`config.mk`:
```
export PLATFORM = sky130hd
export DESIGN_NAME = csv_byte_stream_parser
export DESIGN_NICKNAME = d
export VERILOG_FILES = /design/src/csvp_pkg.sv /design/src/csvp_parse.sv /design/src/csvp_outq.sv /design/src/csv_byte_stream_parser.sv
export SDC_FILE = /design/constraint.sdc
export NUM_CORES = 1
export LEC_CHECK = 0
export CAP_MARGIN = 20
export CELL_PAD_IN_SITES_DETAIL_PLACEMENT = 1
export CELL_PAD_IN_SITES_GLOBAL_PLACEMENT = 2
export CORE_MARGIN = 10
export CORE_UTILIZATION = 37
export CTS_CLUSTER_DIAMETER = 60
export DETAILED_ROUTE_END_ITERATION = 8
export DONT_BUFFER_PORTS = 1
export GPL_TIMING_DRIVEN = 1
export PLACE_DENSITY = 0.74
export SETUP_SLACK_MARGIN = 0.05
export SYNTH_ARGS = -nofsm -noshare
export SYNTH_HDL_FRONTEND = slang
export SYNTH_SLANG_ARGS = --single-unit
```
`constraint.sdc`:
```
create_clock -name clk -period 4 [get_ports clk]
set_clock_uncertainty 0.15 [all_clocks]
set_input_delay 0.6 -clock clk [delete_from_list [all_inputs] [get_ports clk]]
set_output_delay 0.6 -clock clk [all_outputs]
set_load 0.1 [all_outputs]
```
`src/csvp_pkg.sv`:
```
// shared types, constants and helpers for the csv byte stream parser
// no dependencies
package csvp_pkg;

  localparam int CntW = 32;

  typedef logic [CntW-1:0] cnt_t;

  typedef enum logic [2:0] {
    EV_FIELD_CHAR   = 3'd0,
    EV_COMMENT_CHAR = 3'd1,
    EV_END_FIELD    = 3'd2,
    EV_END_LINE     = 3'd3,
    EV_END_COMMENT  = 3'd4,
    EV_ERROR        = 3'd5,
    EV_END_FILE     = 3'd6
  } event_kind_t;

  typedef enum logic [1:0] {
    ERR_NONE       = 2'd0,
    ERR_MALFORMED  = 2'd1,
    ERR_UNTERM     = 2'd2,
    ERR_EMPTY_FILE = 2'd3
  } err_code_t;

  typedef enum logic [1:0] {
    REG_SEPARATOR = 2'd0,
    REG_QUOTE     = 2'd1,
    REG_COMMENT   = 2'd2,
    REG_NEWLINE   = 2'd3
  } reg_index_t;

  localparam logic [7:0] SeparatorReset = 8'd44;
  localparam logic [7:0] QuoteReset     = 8'd34;
  localparam logic [7:0] CommentReset   = 8'd35;
  localparam logic [7:0] NewlineReset   = 8'd10;

  typedef struct packed {
    logic       command;
    logic [7:0] data_byte;
  } in_item_t;

  typedef struct packed {
    event_kind_t event_kind;
    logic [7:0]  char_out;
    err_code_t   error_code;
    logic [31:0] line_number;
    logic [31:0] byte_position;
    logic        last;
  } out_item_t;

  // one result of a transaction, without the shared counter values
  typedef struct packed {
    event_kind_t kind;
    logic [7:0]  ch;
    err_code_t   err;
  } ev_t;

  // all results caused by one input transaction
  typedef struct packed {
    logic [1:0]    n;
    ev_t [2:0]     ev;
    logic [31:0]   line_number;
    logic [31:0]   byte_position;
  } grp_t;

  function automatic ev_t mk_ev(event_kind_t kind, logic [7:0] ch, err_code_t err);
    ev_t e;
    e.kind = kind;
    e.ch   = ch;
    e.err  = err;
    return e;
  endfunction

  function automatic logic [31:0] sat32(cnt_t c);
    logic [63:0] wide;
    wide = 64'(c);
    if (wide > 64'h0000_0000_FFFF_FFFF) begin
      return '1;
    end
    return 32'(c);
  endfunction

endpackage

```
`src/csvp_parse.sv`:
```
// input register, parse state machine, counters and configuration registers
// depends on csvp_pkg
module csvp_parse (
  input  logic               clk,
  input  logic               rst,
  input  logic               cfg_we,
  input  logic [1:0]         cfg_index,
  input  logic [7:0]         cfg_data,
  input  logic               byte_valid,
  output logic               byte_stall,
  input  csvp_pkg::in_item_t byte_item,
  input  logic               take,
  output logic               grp_load,
  output csvp_pkg::grp_t     grp
);

  typedef enum logic [2:0] {
    ST_INITIAL      = 3'd0,
    ST_COMMENT      = 3'd1,
    ST_RECORD       = 3'd2,
    ST_QUOTED       = 3'd3,
    ST_QUOTE_QUOTED = 3'd4,
    ST_NEW_LINE     = 3'd5,
    ST_BETWEEN      = 3'd6
  } state_t;

  state_t             state, state_next;
  csvp_pkg::cnt_t     line_count, line_count_next;
  csvp_pkg::cnt_t     byte_count, byte_count_next;
  logic               error_seen, error_seen_next;
  logic [7:0]         separator_char, quote_char, comment_char, newline_char;
  logic               item_valid;
  csvp_pkg::in_item_t item;

  logic       is_sep, is_quote, is_comment, is_nl;
  logic [7:0] c;

  assign grp_load   = item_valid && take;
  assign byte_stall = item_valid && !take;

  assign c          = item.data_byte;
  assign is_sep     = (c == separator_char);
  assign is_quote   = (c == quote_char);
  assign is_comment = (c == comment_char);
  assign is_nl      = (c == newline_char);

  always_comb begin
    state_next      = state;
    line_count_next = line_count;
    byte_count_next = byte_count;
    error_seen_next = error_seen;
    grp.n           = 2'd0;
    grp.ev[0] = csvp_pkg::mk_ev(csvp_pkg::EV_FIELD_CHAR, 8'd0, csvp_pkg::ERR_NONE);
    grp.ev[1] = grp.ev[0];
    grp.ev[2] = grp.ev[0];

    if (item.command) begin
      // end of data: flush what is open, then end of file unless an error stands
      case (state)
        ST_QUOTE_QUOTED, ST_RECORD, ST_BETWEEN: begin
          grp.ev[0] = csvp_pkg::mk_ev(csvp_pkg::EV_END_FIELD, 8'd0, csvp_pkg::ERR_NONE);
          grp.ev[1] = csvp_pkg::mk_ev(csvp_pkg::EV_END_LINE, 8'd0, csvp_pkg::ERR_NONE);
          grp.ev[2] = csvp_pkg::mk_ev(csvp_pkg::EV_END_FILE, 8'd0, csvp_pkg::ERR_NONE);
          grp.n     = error_seen ? 2'd2 : 2'd3;
        end
        ST_QUOTED: begin
          grp.ev[0] = csvp_pkg::mk_ev(csvp_pkg::EV_ERROR, 8'd0, csvp_pkg::ERR_UNTERM);
          grp.n     = 2'd1;
          error_seen_next = 1'b1;
        end
        ST_COMMENT: begin
          grp.ev[0] = csvp_pkg::mk_ev(csvp_pkg::EV_END_COMMENT, 8'd0, csvp_pkg::ERR_NONE);
          grp.ev[1] = csvp_pkg::mk_ev(csvp_pkg::EV_END_FILE, 8'd0, csvp_pkg::ERR_NONE);
          grp.n     = error_seen ? 2'd1 : 2'd2;
        end
        ST_INITIAL: begin
          grp.ev[0] = csvp_pkg::mk_ev(csvp_pkg::EV_ERROR, 8'd0, csvp_pkg::ERR_EMPTY_FILE);
          grp.n     = 2'd1;
          error_seen_next = 1'b1;
        end
        default: begin
          grp.ev[0] = csvp_pkg::mk_ev(csvp_pkg::EV_END_FILE, 8'd0, csvp_pkg::ERR_NONE);
          grp.n     = error_seen ? 2'd0 : 2'd1;
        end
      endcase
    end else if (!error_seen) begin
      if (byte_count != '1) begin
        byte_count_next = byte_count + 1'b1;
      end
      if (is_nl && line_count != '1) begin
        line_count_next = line_count + 1'b1;
      end
      case (state)
        ST_INITIAL, ST_NEW_LINE, ST_BETWEEN: begin
          if (is_sep) begin
            grp.ev[0]  = csvp_pkg::mk_ev(csvp_pkg::EV_END_FIELD, 8'd0, csvp_pkg::ERR_NONE);
            grp.n      = 2'd1;
            state_next = ST_BETWEEN;
          end else if (is_quote) begin
            state_next = ST_QUOTED;
          end else if (state != ST_BETWEEN && is_comment) begin
            state_next = ST_COMMENT;
          end else if (is_nl) begin
            if (state == ST_BETWEEN) begin
              grp.ev[0] = csvp_pkg::mk_ev(csvp_pkg::EV_END_FIELD, 8'd0, csvp_pkg::ERR_NONE);
              grp.ev[1] = csvp_pkg::mk_ev(csvp_pkg::EV_END_LINE, 8'd0, csvp_pkg::ERR_NONE);
              grp.n     = 2'd2;
            end else begin
              grp.ev[0] = csvp_pkg::mk_ev(csvp_pkg::EV_END_LINE, 8'd0, csvp_pkg::ERR_NONE);
              grp.n     = 2'd1;
            end
            state_next = ST_NEW_LINE;
          end else begin
            grp.ev[0]  = csvp_pkg::mk_ev(csvp_pkg::EV_FIELD_CHAR, c, csvp_pkg::ERR_NONE);
            grp.n      = 2'd1;
            state_next = ST_RECORD;
          end
        end
        ST_RECORD: begin
          if (is_sep) begin
            grp.ev[0]  = csvp_pkg::mk_ev(csvp_pkg::EV_END_FIELD, 8'd0, csvp_pkg::ERR_NONE);
            grp.n      = 2'd1;
            state_next = ST_BETWEEN;
          end else if (is_nl) begin
            grp.ev[0]  = csvp_pkg::mk_ev(csvp_pkg::EV_END_FIELD, 8'd0, csvp_pkg::ERR_NONE);
            grp.ev[1]  = csvp_pkg::mk_ev(csvp_pkg::EV_END_LINE, 8'd0, csvp_pkg::ERR_NONE);
            grp.n      = 2'd2;
            state_next = ST_NEW_LINE;
          end else begin
            grp.ev[0] = csvp_pkg::mk_ev(csvp_pkg::EV_FIELD_CHAR, c, csvp_pkg::ERR_NONE);
            grp.n     = 2'd1;
          end
        end
        ST_QUOTED: begin
          if (is_quote) begin
            state_next = ST_QUOTE_QUOTED;
          end else begin
            grp.ev[0] = csvp_pkg::mk_ev(csvp_pkg::EV_FIELD_CHAR, c, csvp_pkg::ERR_NONE);
            grp.n     = 2'd1;
          end
        end
        ST_QUOTE_QUOTED: begin
          if (is_sep) begin
            grp.ev[0]  = csvp_pkg::mk_ev(csvp_pkg::EV_END_FIELD, 8'd0, csvp_pkg::ERR_NONE);
            grp.n      = 2'd1;
            state_next = ST_BETWEEN;
          end else if (is_quote) begin
            // doubled quote stands for one literal quote
            grp.ev[0]  = csvp_pkg::mk_ev(csvp_pkg::EV_FIELD_CHAR, c, csvp_pkg::ERR_NONE);
            grp.n      = 2'd1;
            state_next = ST_QUOTED;
          end else if (is_nl) begin
            grp.ev[0]  = csvp_pkg::mk_ev(csvp_pkg::EV_END_FIELD, 8'd0, csvp_pkg::ERR_NONE);
            grp.ev[1]  = csvp_pkg::mk_ev(csvp_pkg::EV_END_LINE, 8'd0, csvp_pkg::ERR_NONE);
            grp.n      = 2'd2;
            state_next = ST_NEW_LINE;
          end else begin
            grp.ev[0] = csvp_pkg::mk_ev(csvp_pkg::EV_ERROR, 8'd0, csvp_pkg::ERR_MALFORMED);
            grp.n     = 2'd1;
            error_seen_next = 1'b1;
          end
        end
        ST_COMMENT: begin
          if (is_nl) begin
            grp.ev[0]  = csvp_pkg::mk_ev(csvp_pkg::EV_END_COMMENT, 8'd0, csvp_pkg::ERR_NONE);
            grp.n      = 2'd1;
            state_next = ST_NEW_LINE;
          end else begin
            grp.ev[0] = csvp_pkg::mk_ev(csvp_pkg::EV_COMMENT_CHAR, c, csvp_pkg::ERR_NONE);
            grp.n     = 2'd1;
          end
        end
        default: begin
          state_next = ST_INITIAL;
        end
      endcase
    end

    // line before this byte is counted, position after
    grp.line_number   = csvp_pkg::sat32(line_count);
    grp.byte_position = csvp_pkg::sat32(byte_count_next);
  end

  always_ff @(posedge clk) begin
    if (rst) begin
      state          <= ST_INITIAL;
      line_count     <= '0;
      byte_count     <= '0;
      error_seen     <= 1'b0;
      item_valid     <= 1'b0;
      separator_char <= csvp_pkg::SeparatorReset;
      quote_char     <= csvp_pkg::QuoteReset;
      comment_char   <= csvp_pkg::CommentReset;
      newline_char   <= csvp_pkg::NewlineReset;
    end else begin
      if (cfg_we) begin
        case (cfg_index)
          csvp_pkg::REG_SEPARATOR: separator_char <= cfg_data;
          csvp_pkg::REG_QUOTE:     quote_char     <= cfg_data;
          csvp_pkg::REG_COMMENT:   comment_char   <= cfg_data;
          csvp_pkg::REG_NEWLINE:   newline_char   <= cfg_data;
          default: ;
        endcase
      end
      if (grp_load) begin
        state      <= state_next;
        line_count <= line_count_next;
        byte_count <= byte_count_next;
        error_seen <= error_seen_next;
      end
      if (!byte_stall) begin
        item_valid <= byte_valid;
      end
    end
  end

  always_ff @(posedge clk) begin
    if (byte_valid && !byte_stall) begin
      item <= byte_item;
    end
  end

endmodule

```
`src/csvp_outq.sv`:
```
// result register: holds one transaction's results, sends one per unstalled cycle
// depends on csvp_pkg
module csvp_outq (
  input  logic                clk,
  input  logic                rst,
  input  logic                grp_load,
  input  csvp_pkg::grp_t      grp,
  output logic                take,
  output logic                event_valid,
  input  logic                event_stall,
  output csvp_pkg::out_item_t event_item
);

  logic [1:0]     count;
  logic [1:0]     idx;
  csvp_pkg::grp_t held;
  logic           is_last;
  logic           sent;

  assign event_valid = (count != 2'd0);
  assign is_last     = (idx == count - 2'd1);
  assign sent        = event_valid && !event_stall;
  assign take        = !event_valid || (sent && is_last);

  always_comb begin
    event_item.event_kind    = held.ev[idx].kind;
    event_item.char_out      = held.ev[idx].ch;
    event_item.error_code    = held.ev[idx].err;
    event_item.line_number   = held.line_number;
    event_item.byte_position = held.byte_position;
    event_item.last          = is_last;
  end

  always_ff @(posedge clk) begin
    if (rst) begin
      count <= 2'd0;
      idx   <= 2'd0;
    end else if (grp_load) begin
      count <= grp.n;
      idx   <= 2'd0;
    end else if (sent) begin
      // last event gone with nothing new to load: register goes empty
      if (is_last) begin
        count <= 2'd0;
      end else begin
        idx <= idx + 2'd1;
      end
    end
  end

  always_ff @(posedge clk) begin
    if (grp_load) begin
      held <= grp;
    end
  end

endmodule

```
`src/csv_byte_stream_parser.sv`:
```
// top level of the csv byte stream parser
// depends on csvp_pkg, csvp_parse and csvp_outq
//
// Input channel (byte_valid / byte_stall / byte_item): one transaction per
// cycle, unless stalled, carries a data byte, or the end-of-data command.
// Output channel (event_valid / event_stall / event_item): up to three parse
// events per transaction, last set on the final event of an input transaction.
// Configuration: cfg_we writes cfg_data into the register at cfg_index
// (separator, quote, comment, newline); write only while the block is idle.
// Path: an accepted input lands in the input register, is parsed from there
// and, once the result register takes it, its events leave that register.
// Throughput: one input per cycle while each input yields at most one event
// and the output does not stall; an input with two or three events holds
// the result register until all are sent, one event per unstalled cycle;
// inputs without events (opening quote, byte dropped after an error) skip it.
// Reset: state to initial, counters and error flag to zero, registers to
// comma, double quote, hash and line feed. A stalled output holds its event
// steady and, once the input register fills, stalls the input.
module csv_byte_stream_parser (
  input  logic                clk,
  input  logic                rst,
  input  logic                cfg_we,
  input  logic [1:0]          cfg_index,
  input  logic [7:0]          cfg_data,
  input  logic                byte_valid,
  output logic                byte_stall,
  input  csvp_pkg::in_item_t  byte_item,
  output logic                event_valid,
  input  logic                event_stall,
  output csvp_pkg::out_item_t event_item
);

  logic           take;
  logic           grp_load;
  csvp_pkg::grp_t grp;

  csvp_parse u_parse (
    .clk        (clk),
    .rst        (rst),
    .cfg_we     (cfg_we),
    .cfg_index  (cfg_index),
    .cfg_data   (cfg_data),
    .byte_valid (byte_valid),
    .byte_stall (byte_stall),
    .byte_item  (byte_item),
    .take       (take),
    .grp_load   (grp_load),
    .grp        (grp)
  );

  csvp_outq u_outq (
    .clk         (clk),
    .rst         (rst),
    .grp_load    (grp_load),
    .grp         (grp),
    .take        (take),
    .event_valid (event_valid),
    .event_stall (event_stall),
    .event_item  (event_item)
  );

endmodule

```
### Word-level counts from Yosys, hierarchy flattened

Index checks and enable logic that the tools add are counted.

* latch bits: 0
* memories kept: 0
* ROM bits: 0
* bits in writable memories: 0
* flip-flop bits (word level): 217
* output and inout bits: 80
* logic and storage cells: 149

* equal/unequal tests: 19
* multiply operators: 0
* mux-type cells: 68
* reductions and logical operators: 30
* order comparisons: 1
* shifts and indexed selects: 0
* div/mod/pow operators: 0
* bitwise logic cells: 3
* add/subtract/negate cells: 4

Operators with widths (number)
* $mux W13: 11
* $mux W26: 4
* $mux W32: 3
* $mux W12: 6
* $pmux W13 S5: 1
* $add A32 B1 Y32 const B: 2
* $ne A32 B32 Y1 const B: 2
* $pmux W13 S4: 1
* $pmux W13 S3: 1
* $eq A8 B8 Y1: 4
* $mux W2: 15
* $mux W3: 9
* $bmux W13 S2: 1
* $pmux W13 S2: 1
* $pmux W3 S5: 1
* $reduce_and A2 Y1: 7
* $mux W11: 1
* $mux W1: 10
* $mux W10: 1
* $pmux W2 S5: 1
* $eq A3 B3 Y1 const B: 3
* $reduce_and A4 Y1: 2
* $logic_and A1 B1 Y1: 7
* $eq A3 B2 Y1 const B: 2
* 19 further kinds: 29

### Depth between registers and ports, before layout

Gate-level depths: netlist of run 1.

* word-level depth: 10
* mapped depth: 10
* depth with buffers taken out: 9

### Modules after synthesis

Synthesis of run 1 repeated with hierarchy kept, for this count alone.

* cells, all modules: 1038
* area, all modules: 10744.1 um2

Modules (own cells, without submodules)
* csvp_parse: instances 1, area each 6655.1 um2, sequential area each 2292.2 um2, cells an instance 799
* csvp_outq: instances 1, area each 4088.9 um2, sequential area each 3173.0 um2, cells an instance 239

### Worst setup path before layout of run 1

OpenSTA, ideal clock, no wires.

* kind: register -> register
* from: register u_outq.count[0]
* to: register u_outq.count[0]
* clock period less this slack: 4.059 ns
* arrival time: 3.838 ns
* stages on the path, launching flop included: 11
* buffers on the path: 1
* slack: -0.059 ns
* cells stage by stage: dfxtp_1 inv_1 ha_1 inv_1 o31ai_4 nand2_1 clkbuf_1 inv_1 o2111ai_1 nor3_1 o2bb2ai_1

* longest elaborated chain between the ends: 7

Ends and longest elaborated chain
* start, declared: RTL line csvp_outq.sv:14 `logic [1:0] count;`
* start signal, assigned: RTL line csvp_outq.sv:39 `count <= grp.n;`
* $reduce_bool A2 Y1 *: RTL line csvp_outq.sv:20 `assign event_valid = (count != 2'd0);`
* via event_valid: RTL line csv_byte_stream_parser.sv:28 `output logic event_valid,`
* $logic_and A1 B1 Y1: RTL line csvp_outq.sv:22 `assign sent = event_valid && !event_stall;`
* $logic_and A1 B1 Y1: RTL line csvp_outq.sv:23 `assign take = !event_valid || (sent && is_last);`
* $logic_or A1 B1 Y1 *: RTL line csvp_outq.sv:23
* $logic_and A1 B1 Y1 *: RTL line csvp_parse.sv:38 `assign grp_load = item_valid && take;`
* via grp_load: RTL line csv_byte_stream_parser.sv:34 `logic grp_load;`
* $reduce_bool A2 Y1 (no line)
* $reduce_and A2 Y1 (no line)

The timed path passes the listed nets; every way through them passes the cells marked *.
A chain may end at the register's enable or synchronous reset.

### Worst setup path in the final report of run 1

* from: register u_outq.count[0]
* to: register u_parse.line_count[19]

* longest elaborated chain between the ends: 6

Ends and longest elaborated chain
* $sub A2 B1 Y2 / $reduce_bool A2 Y1 (equally long branches): RTL line csvp_outq.sv:21, csvp_outq.sv:20
* $eq A2 B2 Y1 / $logic_and A1 B1 Y1 (equally long branches): RTL line csvp_outq.sv:21, csvp_outq.sv:22
* $logic_and A1 B1 Y1: RTL line csvp_outq.sv:23
* $logic_or A1 B1 Y1 *: RTL line csvp_outq.sv:23
* $logic_and A1 B1 Y1 *: RTL line csvp_parse.sv:38
* $reduce_and A4 Y1 (no line) *
* end signal, assigned: RTL line csvp_parse.sv:207 `line_count <= line_count_next;`
* end, declared: RTL line csvp_parse.sv:28 `csvp_pkg::cnt_t line_count, line_count_next;`

Mark *: on every way between the ends. The rest lies on a longest branch, timed or not.

==> results of run 1 <==
final cells by class:
cell class,instances,share of cell area (%)
Clock buffer,19,4.48
Multi-Input combinational cell,639,40.3
Inverter,20,0.779
Tap cell,335,4.14
Timing Repair Buffer,19,1.41
Sequential cell,195,47.5
Clock inverter,13,1.36
how the worst max path moves through the flow:
| stage | end | slack (ps) | depth (start not counted) |
|---|---|---|---|
| global route | u_parse.line_count[19] | 510 | 8 |
| global placement | u_parse.line_count[23] | 830 | 8 |
| finish | u_parse.line_count[19] | 720 | 8 |
| detailed placement | u_parse.error_seen | 670 | 9 |
| CTS | u_parse.error_seen | 680 | 9 |
| floorplan | u_outq.count[0] | 90 | 10 |
power breakdown:
| group | total [uW] | switching (uW) | internal (uW) |
|---|---|---|---|
| clock network | 1730 | 818 | 917 |
| logic | 382 | 289 | 92.8 |
| registers | 2410 | 253 | 2160 |
| total | 4530 | 1360 | 3170 |
stage by stage:
step | hold WS (ps) | area [um^2] | worst slack (ps) | util (%)
floorplan | 256 | 9690 | 92.3 | -
global placement | 300 | 9520 | 830 | 36.8
detailed placement | 295 | 9520 | 673 | 36.8
CTS | 70.2 | 10100 | 677 | 39.0
global route | 58.0 | 10100 | 512 | 39.0
finish | 93.3 | 10100 | 720 | 39.0
kinds of logic after synthesis:
logic type	synth area share, %
simple gates	21.6
flops	49.6
buf+inv	8.51
xor+xnor	10.3
compound gates	7.30
mux	2.35
fa+ha+maj	0.388
worst reg2reg max path, cell delays in order (launching register included):
cell	delay (ps)
dfxtp_1	370
inv_1	60
ha_1	320
xnor2_2	180
o31ai_4	320
nand3_2	390
or3_1	700
or4_1	570
a21oi_1	160
per-layer routing:
layer | share of wire [%] | routed length (um) | vias up | GRT usage (%)
li1 | - | - | 3218 | -
met5 | 0 | 0 | - | 0
met1 | 44 | 10400 | 3216 | 16.9
met2 | 50 | 11700 | 99 | 24.0
met3 | 4.7 | 1100 | 13 | 4.27
met4 | 0.75 | 175 | 0 | 3.42
sequential cells by signal, indices dropped and copies added (netlist names):
register and cells:
u_outq.idx 2, u_parse.newline_char 8, u_parse.line_count 32, u_parse.comment_char 8
u_parse.byte_count 32, u_parse.item_valid 1, u_parse.separator_char 8, u_outq.count 2
u_parse.state 3, u_parse.error_seen 1, u_parse.c 8, u_outq.held 17
u_parse.quote_char 8, u_outq.event_item 64, u_parse.item 1
cell usage in the layout, fill, tap and decap left out, types with 4 or more instances in the layout:
| master | synthesis | layout |
|---|---|---|
| dfxtp_1 | 105 | 105 |
| nor2_1 | 103 | 100 |
| edfxtp_1 | 90 | 90 |
| nand2_1 | 75 | 75 |
| xnor2_1 | 55 | 55 |
| xor2_1 | 51 | 51 |
| nor3_1 | 40 | 40 |
| nor4_1 | 35 | 35 |
| a21oi_1 | 34 | 34 |
| nand3_1 | 28 | 28 |
| nand4_1 | 19 | 19 |
| o21ai_0 | 21 | 19 |
| buf_4 | 69 | 19 |
| inv_1 | 19 | 18 |
| clkbuf_16 | 0 | 17 |
| mux2i_1 | 16 | 16 |
| and2_1 | 15 | 15 |
| nor2b_1 | 11 | 11 |
| or4_1 | 11 | 11 |
| and4_1 | 10 | 10 |
| nor3b_1 | 10 | 10 |
| and3_1 | 8 | 8 |
| nand3b_1 | 8 | 8 |
| o31ai_1 | 7 | 7 |
| a211o_1 | 6 | 6 |
| or3_1 | 5 | 5 |
| o211ai_1 | 5 | 5 |
| a211oi_1 | 5 | 5 |
| nand2b_1 | 4 | 4 |
| clkinv_4 | 0 | 4 |
| inv_6 | 0 | 4 |
==> impl_metrics.env, run 1 <==
export IMPL_worst_slew_pin_slew_ps=1120
export IMPL_synthesis_nets=1004
export IMPL_cts_max_path_buffers=2
export IMPL_yosysSeqAreaShare_pct=49.6
export IMPL_ys_async_sr_fraction_pct=0
export IMPL_critPathKind="register to register"
export IMPL_status="completed"
export IMPL_crit_path_start="u_outq.count[0]"
export IMPL_reg2reg_slack_ps=720
export IMPL_grt_ovfl_total=0
export IMPL_start_util_pct=37.4
export IMPL_cts_hold_buffers=0
export IMPL_cts_htree_levels=4
export IMPL_synth_edf_count=90
export IMPL_drc_errors=0
export IMPL_multi_input_area_mm2=0.00408
export IMPL_post_drt_wl_per_cell_um=18.9
export IMPL_start_kind="register"
export IMPL_peakVddDrop_mv=0.253
export IMPL_reg2reg_to="u_parse.line_count[19]"
export IMPL_path_clk_slew_ps=80
export IMPL_synth_area_mm2=0.00968
export IMPL_worst_path_buf_inv=1
export IMPL_area_growth_pct=4.43
export IMPL_first_pass_iters=4
export IMPL_max_slew_margin_pct=25.0
export IMPL_leakagePower_uw=0.00352
export IMPL_max_freq_mhz=305
export IMPL_finalSetupTns_ps=0
export IMPL_finalSetupViolCount=0
export IMPL_rsz0062_at_grt="no"
export IMPL_post_cts_buffers=0
export IMPL_synth_area_leaders="edfxtp_1 (28%), dfxtp_1 (22%), buf_4 (5.3%)"
export IMPL_crit_path_top_delay_cell="or3_1"
export IMPL_ff2ff_path_depth=8
export IMPL_synthCells=977
export IMPL_synth_most_common_cell="dfxtp_1"
export IMPL_cts_repair_resized=0
export IMPL_dp_hpwl_mm=16.6
export IMPL_first_iter_violations=310
export IMPL_required_ps=4210
export IMPL_die_y_um=182
export IMPL_hold_violations=0
export IMPL_yosysTopAreaCell="edfxtp_1"
export IMPL_period_needed_ps=3280
export IMPL_dieWidth_um=182
export IMPL_dpl_cell_count=1208
export IMPL_ys_ff_latch=195
export IMPL_synth_avg_cell_area_um2=9.91
export IMPL_clock_sinks=195
export IMPL_grt_pass1_wl_mm=37.7
export IMPL_synth_top_cell_area_share_pct=27.9
export IMPL_clk_latency_ps=440
export IMPL_cts_made_buffers=17
export IMPL_cap_violations=0
export IMPL_worstPathArrival_ps=3490
export IMPL_routed_wl_mm=23.4
export IMPL_synth_ff_type="dfxtp_1"
export IMPL_max_stage_delay_ps=700
export IMPL_coreArea_mm2=0.0259
export IMPL_cts_tree="built"
export IMPL_nNetsFinal=919
export IMPL_yosysUniqueCellTypes=66
export IMPL_hold_path_class="primary input to register"
export IMPL_path_delay_family="simple AND/OR/NAND/NOR gates"
export IMPL_drv_slew=0
export IMPL_yosysWarnings=0
export IMPL_port_buffers=0
export IMPL_io_pin_count=104
export IMPL_first_global_vias=6743
export IMPL_holdPathEnd="u_parse.line_count[30]"
export IMPL_cp_max_fo=16
export IMPL_viasPerCell=5.28
export IMPL_diodes=0
export IMPL_layout_drive_gt1_share_pct=8.51
export IMPL_grt_use_total_pct=14.1
export IMPL_min_delay_start="rst"
export IMPL_grt_max_degree=117
export IMPL_hold_depth=1
export IMPL_finalPower_uw=4530
export IMPL_rr_startpoint="u_outq.count[0]"
export IMPL_antenna_found_initial=0
export IMPL_place_gp_congestion=0.778
export IMPL_fillers=2887
export IMPL_cts_root_buf="clkbuf_16"
export IMPL_row_count=59
export IMPL_seqCellArea_mm2=0.00480
export IMPL_cp_end_kind="register"
export IMPL_power_density_mw_per_mm2=448
export IMPL_die_area_mm2=0.0330
export IMPL_synthTopCellsByCount="dfxtp_1 (105), nor2_1 (103), edfxtp_1 (90)"
export IMPL_num_vias=6546
export IMPL_antenna_left=0
export IMPL_finalCritPeriodShare_pct=82.0
export IMPL_path_cells="inv_1 -> ha_1 -> xnor2_2 -> o31ai_4 -> nand3_2 -> or3_1 -> or4_1 -> a21oi_1"
export IMPL_final_cells=1240
Note: power is estimated with default switching activity, not from simulation.
==> inputs of run 2 (changes only) <==
- ABC_AREA: unset -> 1
- CORE_UTILIZATION: 37 -> 34
- PLACE_DENSITY: 0.74 -> 0.73
- clock period: 4 -> 3 ns (I/O delays scaled with it)
==> impl_metrics.env, run 2 <==
export IMPL_ys_ff_latch=195
export IMPL_layout_common_cells="nand2_1 (332), inv_1 (129), dfxtp_1 (104)"
export IMPL_reg2reg_to="u_outq.event_item[22]"
export IMPL_dpl_cell_count=1546
export IMPL_cp_end_kind="output port"
export IMPL_synthesis_nets=1252
export IMPL_first_global_vias=7815
export IMPL_synthCells=1225
export IMPL_nNetsFinal=1226
export IMPL_synth_ff_type="dfxtp_1"
export IMPL_period_needed_ps=2540
export IMPL_fin_hold_ws_ps=42.1
export IMPL_layout_drive_gt1_share_pct=11.0
export IMPL_diodes=0
export IMPL_cts_made_buffers=17
export IMPL_grt_max_degree=45
export IMPL_worstPathArrival_ps=1940
export IMPL_required_ps=2400
export IMPL_critPathKind="register to output port"
export IMPL_grt_pass1_wl_mm=43.6
export IMPL_min_delay_start="byte_valid"
export IMPL_row_count=62
export IMPL_yosysSeqAreaShare_pct=48.7
export IMPL_max_slew_margin_pct=31.9
export IMPL_path_clk_slew_ps=70
export IMPL_antenna_found_initial=0
export IMPL_synth_edf_count=90
export IMPL_multi_input_area_mm2=0.00395
export IMPL_grt_use_total_pct=15.0
export IMPL_first_pass_iters=4
export IMPL_post_dp_cell_area_mm2=0.0100
export IMPL_hold_violations=0
export IMPL_grt_ovfl_total=0
export IMPL_place_gp_congestion=0.821
export IMPL_peakVddDrop_mv=0.295
export IMPL_clk_latency_ps=440
export IMPL_leakagePower_uw=0.00435
export IMPL_start_util_pct=34.4
export IMPL_yosysWarnings=0
export IMPL_rr_startpoint="u_parse.byte_count[0]"
export IMPL_coreArea_mm2=0.0287
export IMPL_synth_area_leaders="edfxtp_1 (27%), dfxtp_1 (21%), nand2_1 (13%)"
export IMPL_reg2reg_slack_ps=510
export IMPL_area_growth_pct=9.94
export IMPL_final_common_cell="nand2_1"
export IMPL_drc_errors=0
export IMPL_finalCritPeriodShare_pct=84.6
export IMPL_cts_repair_resized=0
export IMPL_cts_tree="built"
export IMPL_finalSetupViolCount=0
export IMPL_dp_hpwl_mm=20.2
export IMPL_routed_wl_mm=27.0
export IMPL_power_density_mw_per_mm2=575
export IMPL_antenna_left=0
export IMPL_die_y_um=190
export IMPL_cts_root_buf="clkbuf_16"
export IMPL_start_kind="register"
export IMPL_synth_most_common_cell="nand2_1"
export IMPL_dieWidth_um=190
export IMPL_seqCellArea_mm2=0.00481
export IMPL_crit_path_start="u_outq.count[1]"
export IMPL_hold_path_class="primary input to register"
export IMPL_max_freq_mhz=394
export IMPL_cts_max_path_buffers=2
export IMPL_drv_slew=0
export IMPL_ys_async_sr_fraction_pct=0
export IMPL_holdPathEnd="u_parse.item_valid"
export IMPL_num_vias=7634
export IMPL_rsz0062_at_grt="no"
export IMPL_io_pin_count=104
export IMPL_cts_htree_levels=4
export IMPL_cp_max_fo=4
export IMPL_yosysUniqueCellTypes=43
export IMPL_clock_sinks=195
export IMPL_die_area_mm2=0.0363
export IMPL_viasPerCell=4.78
export IMPL_final_cells=1596
export IMPL_status="completed"
export IMPL_synth_top_cell_area_share_pct=27.4
export IMPL_worst_slew_pin_slew_ps=1020
export IMPL_ff2ff_path_depth=13
export IMPL_post_drt_wl_per_cell_um=16.9
export IMPL_cap_violations=0
export IMPL_synth_avg_cell_area_um2=8.06
export IMPL_yosysTopAreaCell="edfxtp_1"
export IMPL_first_iter_violations=326
export IMPL_stdcell_area_mm2=0.0109
export IMPL_finalPower_uw=6250
export IMPL_largest_reg_flops=64
export IMPL_hold_depth=2
export IMPL_fillers=3436
export IMPL_port_buffers=0
export IMPL_synthTopCellsByCount="nand2_1 (332), inv_1 (134), dfxtp_1 (105)"
export IMPL_synth_area_mm2=0.00987
## run 2: changes by cell type after synthesis, moves of 11 or more
cell / change
nand2_1: +257
inv_1: +115
xnor2_1: -42
nand3_1: +40
o21ai_0: +40
clkbuf_1: -31
nor4_1: -30
a21oi_1: +24
xor2_1: -18
mux2i_1: -16
nor3_1: -14
nor2b_1: -11
or4_1: -11
## run 2: per-layer routing
| metal | global-route usage, % | routed length [um] | vias up |
|---|---|---|---|
| met5 | 0 | 0 | - |
| met4 | 2.76 | 183 | 0 |
| met3 | 3.51 | 949 | 16 |
| met2 | 24.6 | 12600 | 105 |
| met1 | 19.8 | 13300 | 3664 |
| li1 | - | - | 3849 |
## run 2: area by class of cell
type                            instances  area share, %
Multi-Input combinational cell        792           36.4
Sequential cell                       195           44.3
Inverter                              145           5.11
Tap cell                              384           4.43
Clock inverter                         15           1.93
Clock buffer                           17           3.92
Timing Repair Buffer                   48           3.94
## run 2: repair_timing
| action | CTS | global route |
|---|---|---|
| endpoints found under the hold margin | 49 | 0 |
| setup buffers | 0 | 0 |
| hold buffers | 18 | 0 |
## run 2: worst max-delay path by stage
stage | to | slack [ps] | cells after the start
global route | u_outq.event_item[12] | 230 | 13
finish | byte_stall | 460 | 9
floorplan | u_parse.state[2] | -300 | 12
global placement | u_outq.event_item[22] | 530 | 13
CTS | byte_stall | 420 | 9
detailed placement | u_outq.event_item[22] | 510 | 13
## run 2: worst max-delay path: stages (launching register included)
cell,delay (ps)
dfxtp_1,350
inv_2,50
ha_4,230
xor2_1,130
nand2_1,90
inv_2,40
nand3_2,90
nand2_4,100
nor2_2,120
buf_4,300
## run 2: cells by family (layout without fill, tap and decap cells)
group / Yosys count / in the layout / synth area share (%)
flops: 195 / 195 / 48.7
simple gates: 597 / 597 / 26.9
compound gates: 144 / 144 / 7.65
buf+inv: 238 / 225 / 12.0
fa+ha+maj: 3 / 3 / 0.380
xor+xnor: 48 / 48 / 4.41
## run 2: stage by stage
stage	setup WS [ps]	util [%]	setup TNS, ps
after floorplan	-301	-	-14640
after global placement	530	34.9	0
after detailed placement	510	34.9	0
after CTS	423	37.8	0
after global routing	234	37.8	0
final	463	37.8	0
## run 2: where the power goes
group / switching, uW / internal, uW
combinational: 422 / 147
sequential: 342 / 2880
clock: 1170 / 1290
total: 1930 / 4320
==> inputs of run 3 (changes only) <==
- ABC_AREA: 1 -> 0
- CORE_UTILIZATION: 34 -> 37
- PLACE_DENSITY: 0.73 -> 0.74
- clock period: 3 -> 2.05 ns (I/O delays scaled with it)
==> impl_metrics.env, run 3 (synthesis results as in run 1) <==
export IMPL_hold_depth=1
export IMPL_min_delay_start="rst"
export IMPL_clk_latency_ps=450
export IMPL_grt_use_total_pct=18.6
export IMPL_critPathKind="register to register"
export IMPL_required_ps=2240
export IMPL_finalPower_uw=10100
export IMPL_cts_made_buffers=17
export IMPL_max_slew_margin_pct=57.6
export IMPL_layout_common_cells="buf_4 (263), edfxtp_1 (90), dfxtp_1 (89)"
export IMPL_clock_sinks=195
export IMPL_power_frac_clock_pct=35.6
export IMPL_rsz0062_at_grt="yes"
export IMPL_seqPwrFrac_pct=42.3
export IMPL_grt_ovfl_total=0
export IMPL_peakVddDrop_mv=0.486
export IMPL_grt_max_degree=117
export IMPL_coreArea_mm2=0.0259
export IMPL_cp_end_kind="register"
export IMPL_viasPerCell=5.30
export IMPL_cts_hold_buffers=56
export IMPL_status="complete, but fails checks"
export IMPL_dp_hpwl_mm=19.8
export IMPL_violations="negative hold slack, negative setup slack"
export IMPL_start_kind="register"
export IMPL_nNetsFinal=1340
export IMPL_pwr_share_comb_pct=22.1
export IMPL_antenna_left=0
export IMPL_row_count=59
export IMPL_setup_ws_ps=-625
export IMPL_worstPathArrival_ps=2860
export IMPL_die_y_um=182
export IMPL_finalCritPeriodShare_pct=130
export IMPL_start_util_pct=37.4
export IMPL_layout_drive_gt1_share_pct=50.4
export IMPL_largest_reg_flops=64
export IMPL_period_needed_ps=2680
export IMPL_first_iter_violations=509
export IMPL_io_pin_count=104
export IMPL_dpl_worst_slack_ps=-678
export IMPL_fillers=2639
export IMPL_power_density_mw_per_mm2=624
export IMPL_grt_pass1_wl_mm=49.9
export IMPL_diodes=0
export IMPL_swShare_pct=31.6
export IMPL_path_clk_slew_ps=80
export IMPL_post_dp_cell_area_mm2=0.0125
export IMPL_cp_max_fo=7
export IMPL_rr_startpoint="u_outq.count[1]"
export IMPL_ff2ff_path_depth=8
export IMPL_leakagePower_uw=0.00662
export IMPL_worst_slew_pin_slew_ps=634
export IMPL_hold_path_class="primary input to register"
export IMPL_hold_violations=67
export IMPL_final_common_cell="buf_4"
export IMPL_netSwitchingPower_uw=3200
export IMPL_place_gp_congestion=0.843
export IMPL_cts_root_buf="clkbuf_16"
export IMPL_final_util_pct=62.6
export IMPL_reg2reg_slack_ps=-630
export IMPL_area_growth_pct=67.5
export IMPL_dieWidth_um=182
export IMPL_first_pass_iters=4
export IMPL_holdPathEnd="u_parse.line_count[19]"
export IMPL_cap_violations=0
export IMPL_post_drt_wl_per_cell_um=22.8
export IMPL_routed_wl_mm=37.9
export IMPL_cts_max_path_buffers=2
export IMPL_drc_errors=0
export IMPL_seqCellArea_mm2=0.00483
export IMPL_first_global_vias=9061
export IMPL_fin_hold_ws_ps=-227
export IMPL_drv_slew=0
export IMPL_cts_htree_levels=4
export IMPL_port_buffers=0
export IMPL_intPower_uw=6910
export IMPL_multi_input_area_mm2=0.00584
export IMPL_antenna_found_initial=0
export IMPL_stdcell_area_mm2=0.0162
export IMPL_cts_tree="built"
export IMPL_die_area_mm2=0.0330
export IMPL_finalSetupViolCount=210
export IMPL_reg2reg_to="u_parse.line_count[16]"
export IMPL_num_vias=8811
export IMPL_max_freq_mhz=374
-- run 3: cell count changes in the layout (fill, tap and decap cells not counted), moves of 26 or more --
cell | previous run | this run
a21oi_1 | 58 | 21
buf_12 | 2 | 37
buf_4 | 29 | 263
buf_6 | 0 | 57
dlygate4sd3_1 | 17 | 56
inv_1 | 129 | 15
nand2_1 | 332 | 68
nand3_1 | 67 | 21
nor3_4 | 3 | 29
nor4_4 | 0 | 35
o21ai_0 | 59 | 12
xnor2_1 | 13 | 41
-- run 3: final cells by class --
cell class	count	area share [%]
Clock buffer	18	2.78
Clock inverter	14	1.01
Inverter	20	0.517
Multi-Input combinational cell	640	36.0
Sequential cell	195	29.8
Tap cell	335	2.58
Timing Repair Buffer	439	27.3
-- run 3: worst max-delay path by stage --
stage / startpoint / endpoint / slack, ps / depth (start not counted)
after detailed placement: u_outq.count[1] / u_parse.line_count[9] / -680 / 8
after global placement: u_outq.count[1] / u_parse.line_count[11] / -590 / 8
after floorplan: u_outq.count[0] / u_outq.count[0] / -1170 / 10
final: u_outq.count[1] / u_parse.line_count[16] / -630 / 8
after global routing: u_parse.c[6] / u_parse.line_count[31] / -700 / 6
after CTS: u_outq.count[1] / u_parse.line_count[16] / -530 / 8
-- run 3: layer usage --
layer / up-vias / GRT usage [%] / share of wire [%]
met5: - / 0 / 0
li1: 4071 / - / -
met2: 187 / 33.9 / 54
met3: 69 / 3.74 / 3.7
met1: 4484 / 21.2 / 39
met4: 0 / 6.38 / 2.6
-- run 3: what timing repair did --
| action | 4_1_cts | 5_1_grt |
|---|---|---|
| buffers inserted | 35 | 61 |
| pin swaps | 53 | 131 |
| endpoints found under the hold margin | 114 | 68 |
| endpoints found under the setup margin | 221 | 224 |
| gates cloned | 7 | 10 |
| resized for setup | 131 | 213 |
-- run 3: critical path: stages (launching register included) --
cell     delay [ps]
dfxtp_2         360
inv_2            60
ha_4            250
xnor2_4         140
o31ai_4         300
nand3_4         170
or4_4           600
nor4_4          200
mux2_4          330
-- run 3: power groups by stage --
stage | sequential [uW] | combinational (uW) | clock, uW
final | 4280 | 2230 | 3600
after global placement | 4350 | 1580 | 0
after floorplan | 4340 | 1240 | 0
after detailed placement | 4360 | 1600 | 0
after global routing | 4290 | 2320 | 3780
after CTS | 4270 | 1890 | 3610
-- run 3: stage by stage --
| step | cells | setup TNS, ps |
|---|---|---|
| 6_report | 1661 | -81050 |
| 5_1_grt | 1661 | -96250 |
| 4_1_cts | 1600 | -55640 |
| 3_5_place_dp | 1474 | -50880 |
| 3_3_place_gp | 1474 | -45220 |
| 2_1_floorplan | 977 | -122970 |
